### config.mk
export PLATFORM = sky130hd
export DESIGN_NAME = cpos_ram
export DESIGN_NICKNAME = d
export VERILOG_FILES = /design/src/design/cpos_ram.sv
export SDC_FILE = /design/constraint.sdc
export NUM_CORES = 1
export LEC_CHECK = 0
export ABC_AREA = 1
export BUFFER_PORTS_ARGS = -buffer_cell sky130_fd_sc_hd__buf_2
export CORE_MARGIN = 1.5
export CORE_UTILIZATION = 45
export CTS_CLUSTER_SIZE = 24
export DETAILED_ROUTE_END_ITERATION = 7
export GPL_TIMING_DRIVEN = 0
export PLACE_DENSITY = 0.58
export SLEW_MARGIN = 0
export SYNTH_ARGS = -nofsm -noshare
export SYNTH_HDL_FRONTEND = slang
export SYNTH_SLANG_ARGS = --single-unit
### constraint.sdc
create_clock -name clk -period 2.4 [get_ports clk]
set_clock_uncertainty 0.05 [all_clocks]
set_input_delay 0.48 -clock clk [delete_from_list [all_inputs] [get_ports clk]]
set_output_delay 0.48 -clock clk [all_outputs]
set_load 0.01 [all_outputs]
### src/design/cpos_ram.sv
// generic single-port-write, registered-read memory
module cpos_ram #(
  parameter int WIDTH = 8,
  parameter int DEPTH = 64
) (
  input  logic                     clk,
  input  logic                     we,
  input  logic [$clog2(DEPTH)-1:0] waddr,
  input  logic [WIDTH-1:0]         wdata,
  input  logic                     re,
  input  logic [$clog2(DEPTH)-1:0] raddr,
  output logic [WIDTH-1:0]         rdata_r
);

  logic [WIDTH-1:0] mem [DEPTH];

  // write port
  always_ff @(posedge clk) begin
    if (we) begin
      mem[waddr] <= wdata;
    end
  end

  // registered read port
  always_ff @(posedge clk) begin
    if (re) begin
      rdata_r <= mem[raddr];
    end
  end

endmodule

==> results.yml, run 1 <==
critical_path:
  cp-end-kind: "flip-flop"
  path_max_fanout: 9
  cp.arrival_ps: 2720
  worstPathRequired_ps: 2570
  critPathKind: "in2reg"
  ff2ff_setup_slack_ps: 770
  critPathLaunchType: "primary input"
synth:
  synth_nets: 1828
  yosys.area_share.simple: 0.231
  ys_seq_elements: 520
  synth_compound_area_frac: 0
  synth.avg_cell_area_sq_um: 11.9
  seq_area_frac_synth: 0.729
  synth_xor_xnor_area_share: 0
  syn_inst: 1805
  synthAdderAreaFrac: 0
  synthMuxAreaShare: 0
  synth_top_family_by_area: "simple AND/OR/NAND/NOR gates"
  synth.distinct_cells: 15
  ys_warn_count: 0
  syn_area_sq_um: 21400
pwr:
  leakage_nw: 8.74
  power_density_nw_per_um2: 821
  vdd_drop_max_mv: 0.625
layout:
  instances_no_fill: 2541
  regArea_sq_um: 15600
  final_layout_size_suffix_gt1_frac: 0.127
  areaGrowthSynthToFinish_pct: 13.7
  nNetsFinal: 1913
  multi_input_area_sq_um: 5100
  fill_cells: 4092
  final_design_area_no_fill_sq_um: 24300
  final_util: 0.521
routing:
  drtAntennaViolNets: 0
  firstDrtPassIters: 6
  drc_errors: 0
  drt-total-wl_um: 64100
  post_drt_wl_per_cell_um: 25.2
  vias: 14400
  drt_iter0_drc: 1770
  via_per_inst: 5.65
global_routing:
  gr-usage-met2: 0.426
  antenna_found_initial: 2
  grt_first_pass_wirelength_um: 92500
  grt_use_total: 0.263
  gr-usage-met1: 0.357
  grt_busiest_layer: "met2"
  grt_pass1_vias: 13500
  grt_max_degree: 65
  gr-usage-met3: 0.0385
  grt_overflow: 0
die:
  start_util: 0.458
  io_pins: 31
  die_w_um: 221
  die_h_um: 221
  die_area_sq_um: 48900
  rows: 79
  coreArea_sq_um: 46800
place:
  pre_cts_slack_ps: -756
  hpwl_um: 42700
  portBuffers: 22
  gp_congestion: 0.977
  dpl-instance-area_sq_um: 22400
  placed_cells: 2441
outcome:
  failed_checks: "negative setup slack"
  run_status: "finished with violations"
timing:
  finalHoldViolations: 0
  max_freq_ghz: 0.392
  finalCriticalPeriod_ps: 2550
  timing.final.crit_share: 1.06
  tightest_slew_ps: 1340
  maxSlewHeadroom: 0.106
  slew_violations: 0
  fin_tns_setup_ps: -5050
  setup_slack_ps: -153
  rsz0062_at_grt: "yes"
  setup_viol: 106
clocking:
  cts_sinks: 520
  ctsHoldBuffers: 0
  cts_tree: "built"
  cts.path.max_buffers: 3
  cts_buffers: 54
  cts_root_buffer: "clkbuf_16"
  h-tree-depth: 2
  clkTransAtPathRegs_ps: 60
  clkLatencyLatePin_ps: 610
worst_hold_path:
  hp-class: "in2reg"
flow_run:
  drv_cap: 0
registers in the layout, summed over array words and instances, names as in the netlist:
name / count
mem: 512
rdata_r: 8
timing repair:
item / in CTS / in global routing
endpoints found under the hold margin: 0 / 0
buffers inserted: 0 / 0
endpoints found under the setup margin: 88 / 290
pin swaps: 0 / 0
gates resized for setup: 9 / 30
placed cells by master (no fill, tap or decap), types with 3 or more instances in the layout:
| cell | instances |
|---|---|
| inv_1 | 10 |
| inv_6 | 3 |
| clkbuf_16 | 54 |
| buf_1 | 10 |
| nor4_2 | 8 |
| edfxtp_1 | 520 |
| clkbuf_1 | 20 |
| buf_4 | 25 |
| nand3_1 | 439 |
| bufinv_16 | 8 |
| buf_2 | 53 |
| nand2_1 | 648 |
| clkinv_4 | 3 |
| clkinv_2 | 9 |
| nand4_1 | 9 |
| nor2_2 | 35 |
| clkinv_1 | 12 |
| buf_6 | 35 |
| nor2_1 | 19 |
| clkinvlp_4 | 5 |
where the power goes:
group	switching, mW	leakage (nW)	internal (mW)	total (mW)
combinational	1.03	3.19	0.350	1.38
clock	3.53	0.867	4.99	8.51
sequential	0.0196	4.69	10.1	10.1
synthesized netlist by cell type:
master | n | area share
nand2_1 | 648 | 0.11
edfxtp_1 | 520 | 0.73
nand3_1 | 439 | 0.10
nor2_1 | 56 | 0.0098
buf_2 | 37 | 0.0086
buf_6 | 35 | 0.018
clkbuf_1 | 15 | 0.0026
buf_4 | 14 | 0.0049
buf_1 | 10 | 0.0018
inv_1 | 10 | 0.0018
nand4_1 | 9 | 0.0026
nor4_1 | 8 | 0.0023
buf_8 | 2 | 0.0014
inv_2 | 1 | 0.00018
inv_6 | 1 | 0.00041
worst paths after layout:
path / from / end / depth (start not counted)
worst max register to register: mem[27][0]$_DFFE_PP_ / rdata_r[0]$_DFFE_PP_ / 8
worst min-delay path: re / rdata_r[1]$_DFFE_PP_ / 1
worst min register to register: mem[42][3]$_DFFE_PP_ / rdata_r[3]$_DFFE_PP_ / 8
worst max-delay path: waddr[1] / mem[37][2]$_DFFE_PP_ / 4
cell families after synthesis:
family / after synthesis
buffers and inverters: 125
DFF: 520
and+or+nand+nor: 1160
per-stage QoR:
step	hold WS, ps	power [mW]
6_report	260	20.0
5_1_grt	239	20.5
4_1_cts	223	20.1
3_5_place_dp	841	11.6
3_3_place_gp	840	11.6
2_1_floorplan	529	11.0
worst max-delay path, cell delays in order:
cell and delay, ps:
clkbuf_1 230, inv_1 330, nand4_1 650, nor2_1 1030
metal layers:
layer,routed length [um],up-vias
li1,-,6538
met1,26200,7005
met2,30400,693
met3,5080,129
met4,2400,2
met5,13,-
cell type report:
class,instances,area share
Clock inverter,40,0.0176
Sequential cell,520,0.641
Clock buffer,59,0.0563
Antenna cell,1,0.000103
Inverter,12,0.00206
Multi-Input combinational cell,1160,0.209
Buffer,113,0.0332
Timing Repair Buffer,29,0.00894
Tap cell,607,0.0312
Power figures use the tool's default switching activity.
==> run 2, diff against run 1 <==
--- a/config.mk
+++ b/config.mk
@@ -8,11 +8,11 @@
 export ABC_AREA = 1
 export BUFFER_PORTS_ARGS = -buffer_cell sky130_fd_sc_hd__buf_2
 export CORE_MARGIN = 1.5
-export CORE_UTILIZATION = 45
+export CORE_UTILIZATION = 55
 export CTS_CLUSTER_SIZE = 24
 export DETAILED_ROUTE_END_ITERATION = 7
 export GPL_TIMING_DRIVEN = 0
-export PLACE_DENSITY = 0.58
+export PLACE_DENSITY = 0.7
 export SLEW_MARGIN = 0
 export SYNTH_ARGS = -nofsm -noshare
 export SYNTH_HDL_FRONTEND = slang
==> results.yml, run 2 (synthesis gave the netlist of run 1 again) <==
routing:
  drc_errors: 0
  drtAntennaViolNets: 0
  vias: 14700
  firstDrtPassIters: 6
  drt_iter0_drc: 2229
  drt-total-wl_um: 58900
  post_drt_wl_per_cell_um: 24.1
  via_per_inst: 6.00
layout:
  areaGrowthSynthToFinish_pct: 11.6
  regMostFlops: "mem"
  largest_reg_flops: 512
  largestRegisters: "mem: 512 flops, rdata_r: 8 flops"
  multi_input_area_sq_um: 5040
  fill_cells: 3030
  layout_commonest_cell: "nand2_1"
  nNetsFinal: 1912
  regArea_sq_um: 15600
  n_antenna_cell: 0
  final_layout_size_suffix_gt1_frac: 0.112
  mostFrequentLayoutCells: "nand2_1, edfxtp_1, nand3_1"
global_routing:
  grt_use_total: 0.295
  antenna_found_initial: 0
  grt_max_degree: 65
  grt_overflow: 0
  grt_pass1_vias: 13700
  grt_first_pass_wirelength_um: 86600
critical_path:
  critPathKind: "in2reg"
  reg2reg_depth: 8
  cp.arrival_ps: 2660
  slowest_delay_ps: 910
  cp_slowest_cell: "nor2_1"
  r2r_end: "rdata_r[2]$_DFFE_PP_"
  path_max_fanout: 9
  ff2ff_setup_slack_ps: 760
  rr_startpoint: "mem[49][2]$_DFFE_PP_"
  critPathLaunchType: "primary input"
  worstPathRequired_ps: 2550
  cp-end-kind: "flip-flop"
  path_cells: "clkbuf_1, inv_1, nand4_1, nor2_1"
place:
  gp_congestion: 0.991
  hpwl_um: 38600
  portBuffers: 22
outcome:
  failed_checks: "negative setup slack"
  run_status: "finished with violations"
timing:
  max_freq_ghz: 0.400
  tightest_slew_ps: 1450
  rsz0062_at_grt: "yes"
  holdWs_ps: 218
  finalCriticalPeriod_ps: 2500
  finalHoldViolations: 0
  setup_slack_ps: -102
  setup_viol: 88
  timing.final.crit_share: 1.04
  slew_violations: 0
  maxSlewHeadroom: 0.0321
pwr:
  vdd_drop_max_mv: 0.708
  leakage_nw: 8.63
  power_density_nw_per_um2: 794
  p_total_mw: 19.0
clocking:
  h-tree-depth: 2
  cts_setup_buffers: 0
  cts_sinks: 520
  cts.path.max_buffers: 3
  cts_buffers: 50
  clkLatencyLatePin_ps: 600
  cts-resized-gates: 1
  clkTransAtPathRegs_ps: 60
  ctsHoldBuffers: 0
  cts_tree: "built"
  cts_root_buffer: "clkbuf_16"
die:
  die_w_um: 200
  io_pins: 31
  rows: 72
  die_h_um: 200
  start_util: 0.556
  coreArea_sq_um: 38600
  die_area_sq_um: 40100
flow_run:
  drv_cap: 0
worst_hold_path:
  hp-class: "in2reg"
  worstHoldStart: "re"
  hold_end: "rdata_r[3]$_DFFE_PP_"
  min_delay_path_depth: 1
==> run 2: metal layers <==
metal	GRT usage	part of all wire	wire length, um
met2	0.449	0.45	26600
met5	0	0	0
met1	0.425	0.39	23100
met4	0.110	0.040	2380
met3	0.0592	0.12	6850
==> run 2: worst max-delay path: cells and delay by family <==
| kind | cells | cell delay, ps |
|---|---|---|
| buffers and inverters | 2 | 540 |
| AND/OR/NAND/NOR | 2 | 1630 |
==> run 2: final cells by class <==
| class | instances | area share |
|---|---|---|
| tap | 518 | 0.0271 |
| inverter | 12 | 0.00209 |
| sequential | 520 | 0.653 |
| multi-input combinational | 1160 | 0.211 |
| buffer | 113 | 0.0338 |
| clock inverter | 26 | 0.00853 |
| timing repair buffer | 32 | 0.00900 |
| clock buffer | 64 | 0.0554 |
==> run 2: where the power goes <==
| part | switching (mW) | total, mW | internal (mW) |
|---|---|---|---|
| registers | 0.0166 | 10.1 | 10.1 |
| logic | 0.983 | 1.33 | 0.346 |
| clock network | 3.34 | 7.56 | 4.21 |
==> run 2: stage by stage <==
stage               std cells  setup TNS (ps)  utilization  area, sq um  worst slack [ps]
finish                   2445           -3810        0.620        23900              -102
global route             2445           -2810        0.620        23900             -97.5
CTS                      2443               0        0.618        23800              10.2
detailed placement       2353         -177230        0.578        22300              -669
global placement         2345         -139920        0.575        22200              -937
floorplan                1805               0            -        21400               104
==> run 2: worst max-delay path by stage <==
stage              from              endpoint  slack (ps)  cells past startpoint
3_5_place_dp   waddr[2]  mem[27][2]$_DFFE_PP_        -670                      4
6_report       waddr[1]  mem[57][5]$_DFFE_PP_        -100                      4
5_1_grt        waddr[0]  mem[18][6]$_DFFE_PP_        -100                      4
2_1_floorplan        we  mem[48][0]$_DFFE_PP_         100                      3
3_3_place_gp   waddr[3]  mem[54][1]$_DFFE_PP_        -940                      4
4_1_cts        waddr[1]  mem[40][1]$_DFFE_PP_          10                      4
