===== src/design/cpos_pkg.sv =====
// shared types and constants for the calorimeter pile-up offset subtraction unit
package cpos_pkg;

  // field widths
  localparam int CMD_W     = 2;
  localparam int IDX_W     = 13;
  localparam int ENERGY_W  = 24;
  localparam int OFFSET_W  = 20;
  localparam int QUAL_W    = 16;
  localparam int SCALE_W   = 13;
  localparam int OUT_OFF_W = 23;
  localparam int FACTOR_W  = 40;
  localparam int ROOT_W    = 28;
  localparam int CFG_ADDR_W = 3;
  localparam int CFG_DATA_W = 16;

  // command codes on in_tuser
  localparam logic [CMD_W-1:0] CMD_LOAD  = 2'd0;
  localparam logic [CMD_W-1:0] CMD_SCALE = 2'd1;
  localparam logic [CMD_W-1:0] CMD_DIGIT = 2'd2;

  // configuration register indexes
  localparam logic [CFG_ADDR_W-1:0] CFG_SCALING_MIN = 3'd0;
  localparam logic [CFG_ADDR_W-1:0] CFG_SCALING_BIN = 3'd1;
  localparam logic [CFG_ADDR_W-1:0] CFG_SUB_EN      = 3'd2;
  localparam logic [CFG_ADDR_W-1:0] CFG_MASK_EN     = 3'd3;
  localparam logic [CFG_ADDR_W-1:0] CFG_QUAL_MASK   = 3'd4;
  localparam logic [CFG_ADDR_W-1:0] CFG_USE_SPD     = 3'd5;

  // occupancy correction constants
  localparam logic [SCALE_W-1:0] SCALE_MAX   = 13'd6015;
  localparam logic [SCALE_W-1:0] NCELLS_OCC  = 13'd6016;
  localparam logic [SCALE_W-1:0] QUARTER_OCC = 13'd1504;
  localparam logic [12:0]        HALF_OCC    = 13'd3008;

  // one cell entry of the offset store
  typedef struct packed {
    logic                valid;
    logic [QUAL_W-1:0]   quality;
    logic [OFFSET_W-1:0] spd_offset;
    logic [OFFSET_W-1:0] offset;
  } cell_entry_t;

  // request to the scale unit
  typedef struct packed {
    logic               start;
    logic [SCALE_W-1:0] scale;
    logic [15:0]        min;
    logic [15:0]        bin;
  } scale_req_t;

  // scale unit sequencer
  typedef enum logic [2:0] {
    SC_IDLE,
    SC_ROOT_C,
    SC_DIV_C,
    SC_DIV_F,
    SC_ROOT_F,
    SC_DONE
  } scale_st_t;

endpackage


===== src/design/cpos_scale.sv =====
// scale factor unit: occupancy correction, divide and square root, one bit per cycle
module cpos_scale (
  input  logic                          clk,
  input  logic                          rst_n,
  input  cpos_pkg::scale_req_t          req,
  input  logic                          commit_ok,
  output logic                          busy,
  output logic [cpos_pkg::FACTOR_W-1:0] factor_r,
  output logic [cpos_pkg::ROOT_W-1:0]   root_r
);
  import cpos_pkg::*;

  localparam logic [41:0] CORR_BASE = 42'(64'd3008 << 16);

  scale_st_t state_r, state_nxt;
  logic [5:0]          cnt_r;
  logic [55:0]         work_r;
  logic [29:0]         rem_r;
  logic [27:0]         acc_r;
  logic [15:0]         div_r;
  logic [FACTOR_W-1:0] f_r;

  logic [SCALE_W-1:0] s_sat;
  logic               zero_case;
  logic               small_case;
  logic [12:0]        half_diff;
  logic [23:0]        t_val;
  logic [25:0]        num_prod;
  logic [15:0]        den_c;
  logic [15:0]        bin_eff;
  logic               last;

  logic [29:0] sq_rem2;
  logic [29:0] sq_trial;
  logic        sq_ge;
  logic [29:0] sq_rem_n;
  logic [27:0] sq_root_n;

  logic [16:0] dv_rem2;
  logic        dv_ge;
  logic [15:0] dv_rem_n;
  logic [41:0] dv_quot;

  logic [41:0]         corr;
  logic [41:0]         min_q;
  logic [41:0]         diff;
  logic [FACTOR_W-1:0] f_sat;

  // operand setup
  always_comb begin
    s_sat      = (req.scale > SCALE_MAX) ? SCALE_MAX : req.scale;
    zero_case  = (s_sat == '0) || ({3'b0, s_sat} <= req.min);
    small_case = s_sat < QUARTER_OCC;
    half_diff  = HALF_OCC - {s_sat[11:0], 1'b0};
    t_val      = 24'(HALF_OCC) * {11'b0, half_diff};
    num_prod   = 26'(s_sat) * 26'(NCELLS_OCC);
    den_c      = {3'b0, NCELLS_OCC - s_sat};
    bin_eff    = (req.bin == '0) ? 16'd1 : req.bin;
    last       = cnt_r == '0;
  end

  // square root step, two operand bits per cycle
  always_comb begin
    sq_rem2   = {rem_r[27:0], work_r[55:54]};
    sq_trial  = {acc_r, 2'b01};
    sq_ge     = sq_rem2 >= sq_trial;
    sq_rem_n  = sq_ge ? sq_rem2 - sq_trial : sq_rem2;
    sq_root_n = {acc_r[26:0], sq_ge};
  end

  // restoring divide step
  always_comb begin
    dv_rem2  = {rem_r[15:0], work_r[41]};
    dv_ge    = dv_rem2 >= {1'b0, div_r};
    dv_rem_n = dv_ge ? 16'(dv_rem2 - {1'b0, div_r}) : dv_rem2[15:0];
    dv_quot  = {work_r[40:0], dv_ge};
  end

  // corrected excess over the threshold, and saturated factor
  always_comb begin
    corr  = (state_r == SC_ROOT_C) ? CORR_BASE - {14'b0, sq_root_n} : dv_quot;
    min_q = {10'b0, req.min, 16'b0};
    diff  = (corr > min_q) ? corr - min_q : '0;
    f_sat = (dv_quot[41:40] != 2'b00) ? '1 : dv_quot[39:0];
  end

  // next state
  always_comb begin
    state_nxt = state_r;
    case (state_r)
      SC_IDLE: begin
        if (req.start) begin
          if (zero_case) state_nxt = SC_DONE;
          else if (small_case) state_nxt = SC_ROOT_C;
          else state_nxt = SC_DIV_C;
        end
      end
      SC_ROOT_C, SC_DIV_C: if (last) state_nxt = SC_DIV_F;
      SC_DIV_F: if (last) state_nxt = SC_ROOT_F;
      SC_ROOT_F: if (last) state_nxt = SC_DONE;
      SC_DONE: if (commit_ok) state_nxt = SC_IDLE;
      default: state_nxt = SC_IDLE;
    endcase
  end

  // outputs
  always_comb begin
    busy = state_r != SC_IDLE;
  end

  always_ff @(posedge clk) begin
    if (!rst_n) begin
      state_r <= SC_IDLE;
    end else begin
      state_r <= state_nxt;
    end
  end

  // datapath registers
  always_ff @(posedge clk) begin
    case (state_r)
      SC_IDLE: begin
        rem_r <= '0;
        acc_r <= '0;
        f_r   <= '0;
        if (small_case) begin
          work_r <= {t_val, 32'b0};
          cnt_r  <= 6'd27;
        end else begin
          work_r <= {14'b0, num_prod, 16'b0};
          div_r  <= den_c;
          cnt_r  <= 6'd41;
        end
      end
      SC_ROOT_C, SC_ROOT_F: begin
        rem_r  <= sq_rem_n;
        acc_r  <= sq_root_n;
        work_r <= {work_r[53:0], 2'b00};
        cnt_r  <= cnt_r - 6'd1;
        if (last && state_r == SC_ROOT_C) begin
          work_r <= {14'b0, diff};
          rem_r  <= '0;
          div_r  <= bin_eff;
          cnt_r  <= 6'd41;
        end
      end
      SC_DIV_C, SC_DIV_F: begin
        rem_r  <= {14'b0, dv_rem_n};
        work_r <= {work_r[54:0], dv_ge};
        cnt_r  <= cnt_r - 6'd1;
        if (last) begin
          rem_r <= '0;
          if (state_r == SC_DIV_C) begin
            work_r <= {14'b0, diff};
            div_r  <= bin_eff;
            cnt_r  <= 6'd41;
          end else begin
            f_r    <= f_sat;
            work_r <= {f_sat, 16'b0};
            acc_r  <= '0;
            cnt_r  <= 6'd27;
          end
        end
      end
      default: begin
      end
    endcase
  end

  // published factor and root, swapped in from the done state once commit_ok is high
  always_ff @(posedge clk) begin
    if (!rst_n) begin
      factor_r <= '0;
      root_r   <= '0;
    end else if (state_r == SC_DONE && commit_ok) begin
      factor_r <= f_r;
      root_r   <= acc_r;
    end
  end

endmodule


===== config.mk =====
export PLATFORM = sky130hd
export DESIGN_NAME = cpos_scale
export DESIGN_NICKNAME = d
export VERILOG_FILES = /design/src/design/cpos_pkg.sv /design/src/design/cpos_scale.sv
export SDC_FILE = /design/constraint.sdc
export NUM_CORES = 1
export LEC_CHECK = 0
export ABC_CLOCK_PERIOD_IN_PS = 12250
export BUFFER_PORTS_ARGS = -buffer_cell sky130_fd_sc_hd__buf_2
export CORE_UTILIZATION = 40
export CTS_CLUSTER_DIAMETER = 30
export DETAILED_ROUTE_END_ITERATION = 8
export SYNTH_ARGS = -nofsm -noshare
export SYNTH_HDL_FRONTEND = slang
export SYNTH_SLANG_ARGS = --single-unit

===== constraint.sdc =====
create_clock -name clk -period 12.25 [get_ports clk]
set_input_delay 0 -clock clk [delete_from_list [all_inputs] [get_ports clk]]
set_output_delay 0 -clock clk [all_outputs]
set_load 0.05 [all_outputs]

==> metrics.csv <==
metric;value;unit
outcome;completed;
dr.first_iter.drc_count;1614;
routedWlPerCell;21.2;µm
synth-edff-count;174;
dp_hpwl;48300;µm
crit_required;12.59;ns
top_level_ports;118;
start_util;40.8;%
row_count;80;
grt_max_degree;72;
p_per_area;316;nW/µm²
htreeDepth;3;
arrival;8.43;ns
io_buffers;117;
cts_setup_buffers;0;
fmax;124;MHz
nets;2617;
layout_commonest_cell;nand2_1;
met1_usage;36.4;%
antenna_left;0;
criticalPathCategory;flop to flop;
max-slew-margin-rel;15.2;%
synth_cells;2213;
setup_viol;0;
path_buf_inv;1;
core;48000;µm²
met2_usage;37.9;%
drc_errors;0;
setup_tns;0;ns
finalHoldViolCount;0;
cts-root-buf;clkbuf_16;
hp-class;input port to flop;
crit_top_cell;ha_1;
crit_fanout;20;
critPathTopFamily;compound AO/OA/AOI/OAI gates;
final_core_utilization;48.4;%
firstDrtPassIters;9;
numCtsBuffers;67;
peakVddDrop;0.163;mV
placedCellCount;2862;
finalNonFillerCells;3005;
clock-sinks;245;
grt_setup_unrepaired;false;
cts_tree;yes;
maxSlewViolCount;0;
max_cap_viol_count;0;
final_cell_mix;nand2_1, nor2_1, inv_1, edfxtp_1, ha_1;
gp_congestion;0.977;
power.leakage;0.0101;µW
diodes;0;
finalCriticalPeriod;8.08;ns
cp-start-kind;flop;
end_kind;flop;
via_count;17300;
ys_seq_area_share;33.9;%
grt_first_pass_wirelength;97700;µm
ys_ff_latch;245;
die_area;49900;µm²
wl;63800;µm
finClkSkew;0.0288;ns
die_w;223;µm
yosys.cell_types.count;81;
worstMarginPinSlew;1.27;ns
viasPerCell;5.75;
track_usage;25.5;%
async_reset_ff_share;0;%
cts_buffer_depth;3;
top_usage_layer;met2;
die_h;223;µm
max_stage_delay;0.82;ns
synthFlopType;edfxtp_1;
grt_pass1_vias;16700;
yosysWarnings;0;
period_share;66.0;%
antenna_found_initial;0;
syn_avg_cell_area;8.86;µm²
grt_overflow;0;
ctsResizeCount;0;
grtUsageMet3;5.03;%
power;7360;µW
slowest_stage;o21ai_2;
syn-num-nets;2495;
synth_area;19600;µm²
synthToLayoutAreaGrowth;18.6;%
hold_ws;0.0531;ns
drive_above_1_share;12.1;%
clk_latency;0.60;ns
path_clk_slew;0.04;ns
==> final timing paths <==
check	slack, ns	endpoint	start	cells past startpoint
max	4.17	work_r[7]	acc_r[21]	25
min	0.05	state_r[2]	commit_ok	5
max reg2reg	4.17	work_r[7]	acc_r[21]	25
min reg2reg	0.46	factor_r[15]	factor_r[15]	2
==> flip-flops by register name, summed over array words and instances (netlist names) <==
signal and cells:
acc_r 28, root_r 28, cnt_r 6, state_r 3, factor_r 40, work_r 56, rem_r 28, f_r 40
div_r 16
==> repair_timing <==
item,CTS,global route
hold buffers,19,0
hold endpoints to repair,18,0
endpoints found under the setup margin,0,0
==> through the flow <==
step / cell area [µm²] / worst slack [ns]
final: 23300 / 4.17
after global routing: 23300 / 3.69
after CTS: 23300 / 4.28
after detailed placement: 20800 / 4.34
after global placement: 20800 / 4.70
after floorplan: 19600 / 4.31
==> report_power, final <==
| part | internal, µW | switching (µW) | total (µW) |
|---|---|---|---|
| registers | 1310 | 241 | 1550 |
| clock network | 1170 | 568 | 1740 |
| logic | 1500 | 2570 | 4070 |
==> per-layer routing <==
layer  wire length [µm]  vias to the layer above
li1                   -                     8159
met1              29700                     8340
met2              27500                      678
met3               4800                      109
met4               1830                        0
met5                  0                        -
==> tightest hold or removal path, cell delays in order <==
cell and delay, ns:
buf_2 0.16, nand2_1 0.11, a21oi_1 0.07, o32ai_1 0.12
and2_1 0.13
==> cells by family after synthesis <==
group | after synthesis | share of synthesized area, %
xor+xnor | 118 | 5.27
simple gates | 712 | 16.6
mux | 22 | 1.12
fa+ha+maj | 233 | 17.2
flops | 245 | 33.9
buf+inv | 301 | 5.91
compound gates | 582 | 19.9
==> synth_stat cells (5+ instances only) <==
cell	n	area share, %
a211oi_1	10	0.38
a21boi_0	72	2.8
a21o_1	31	1.2
a21oi_1	122	3.1
a221o_1	6	0.31
a221oi_1	7	0.31
a222oi_1	22	1.1
a22oi_1	27	1.0
a31oi_1	11	0.35
and2_1	8	0.26
and3_1	20	0.64
buf_1	11	0.21
buf_2	8	0.20
clkbuf_1	85	1.6
dfxtp_1	71	7.2
edfxtp_1	174	27
fa_1	62	6.3
ha_1	171	11
inv_1	194	3.7
mux2i_1	22	1.1
nand2_1	268	5.1
nand2b_1	16	0.51
nand3_1	35	0.89
nand3b_1	6	0.23
nand4_1	23	0.73
nor2_1	208	4.0
nor2b_1	14	0.45
nor3_1	61	1.6
nor4_1	15	0.48
o211ai_1	10	0.38
o21a_1	23	0.88
o21ai_0	113	2.9
o21ai_1	9	0.23
o21bai_1	5	0.19
o22a_1	13	0.58
o22ai_1	29	0.92
o31a_1	5	0.22
o31ai_1	13	0.50
or2_2	6	0.19
or3_1	8	0.26
xnor2_1	89	4.0
xor2_1	29	1.3
==> layout make-up <==
class | instances | area, µm²
Clock buffer | 89 | 1870
Clock inverter | 35 | 397
Timing Repair Buffer | 160 | 956
Multi-Input combinational cell | 1667 | 11900
Tap cell | 615 | 769
Sequential cell | 245 | 6650
Fill cell | 4600 | 24800
Inverter | 194 | 728
Power figures use the tool's default switching activity.
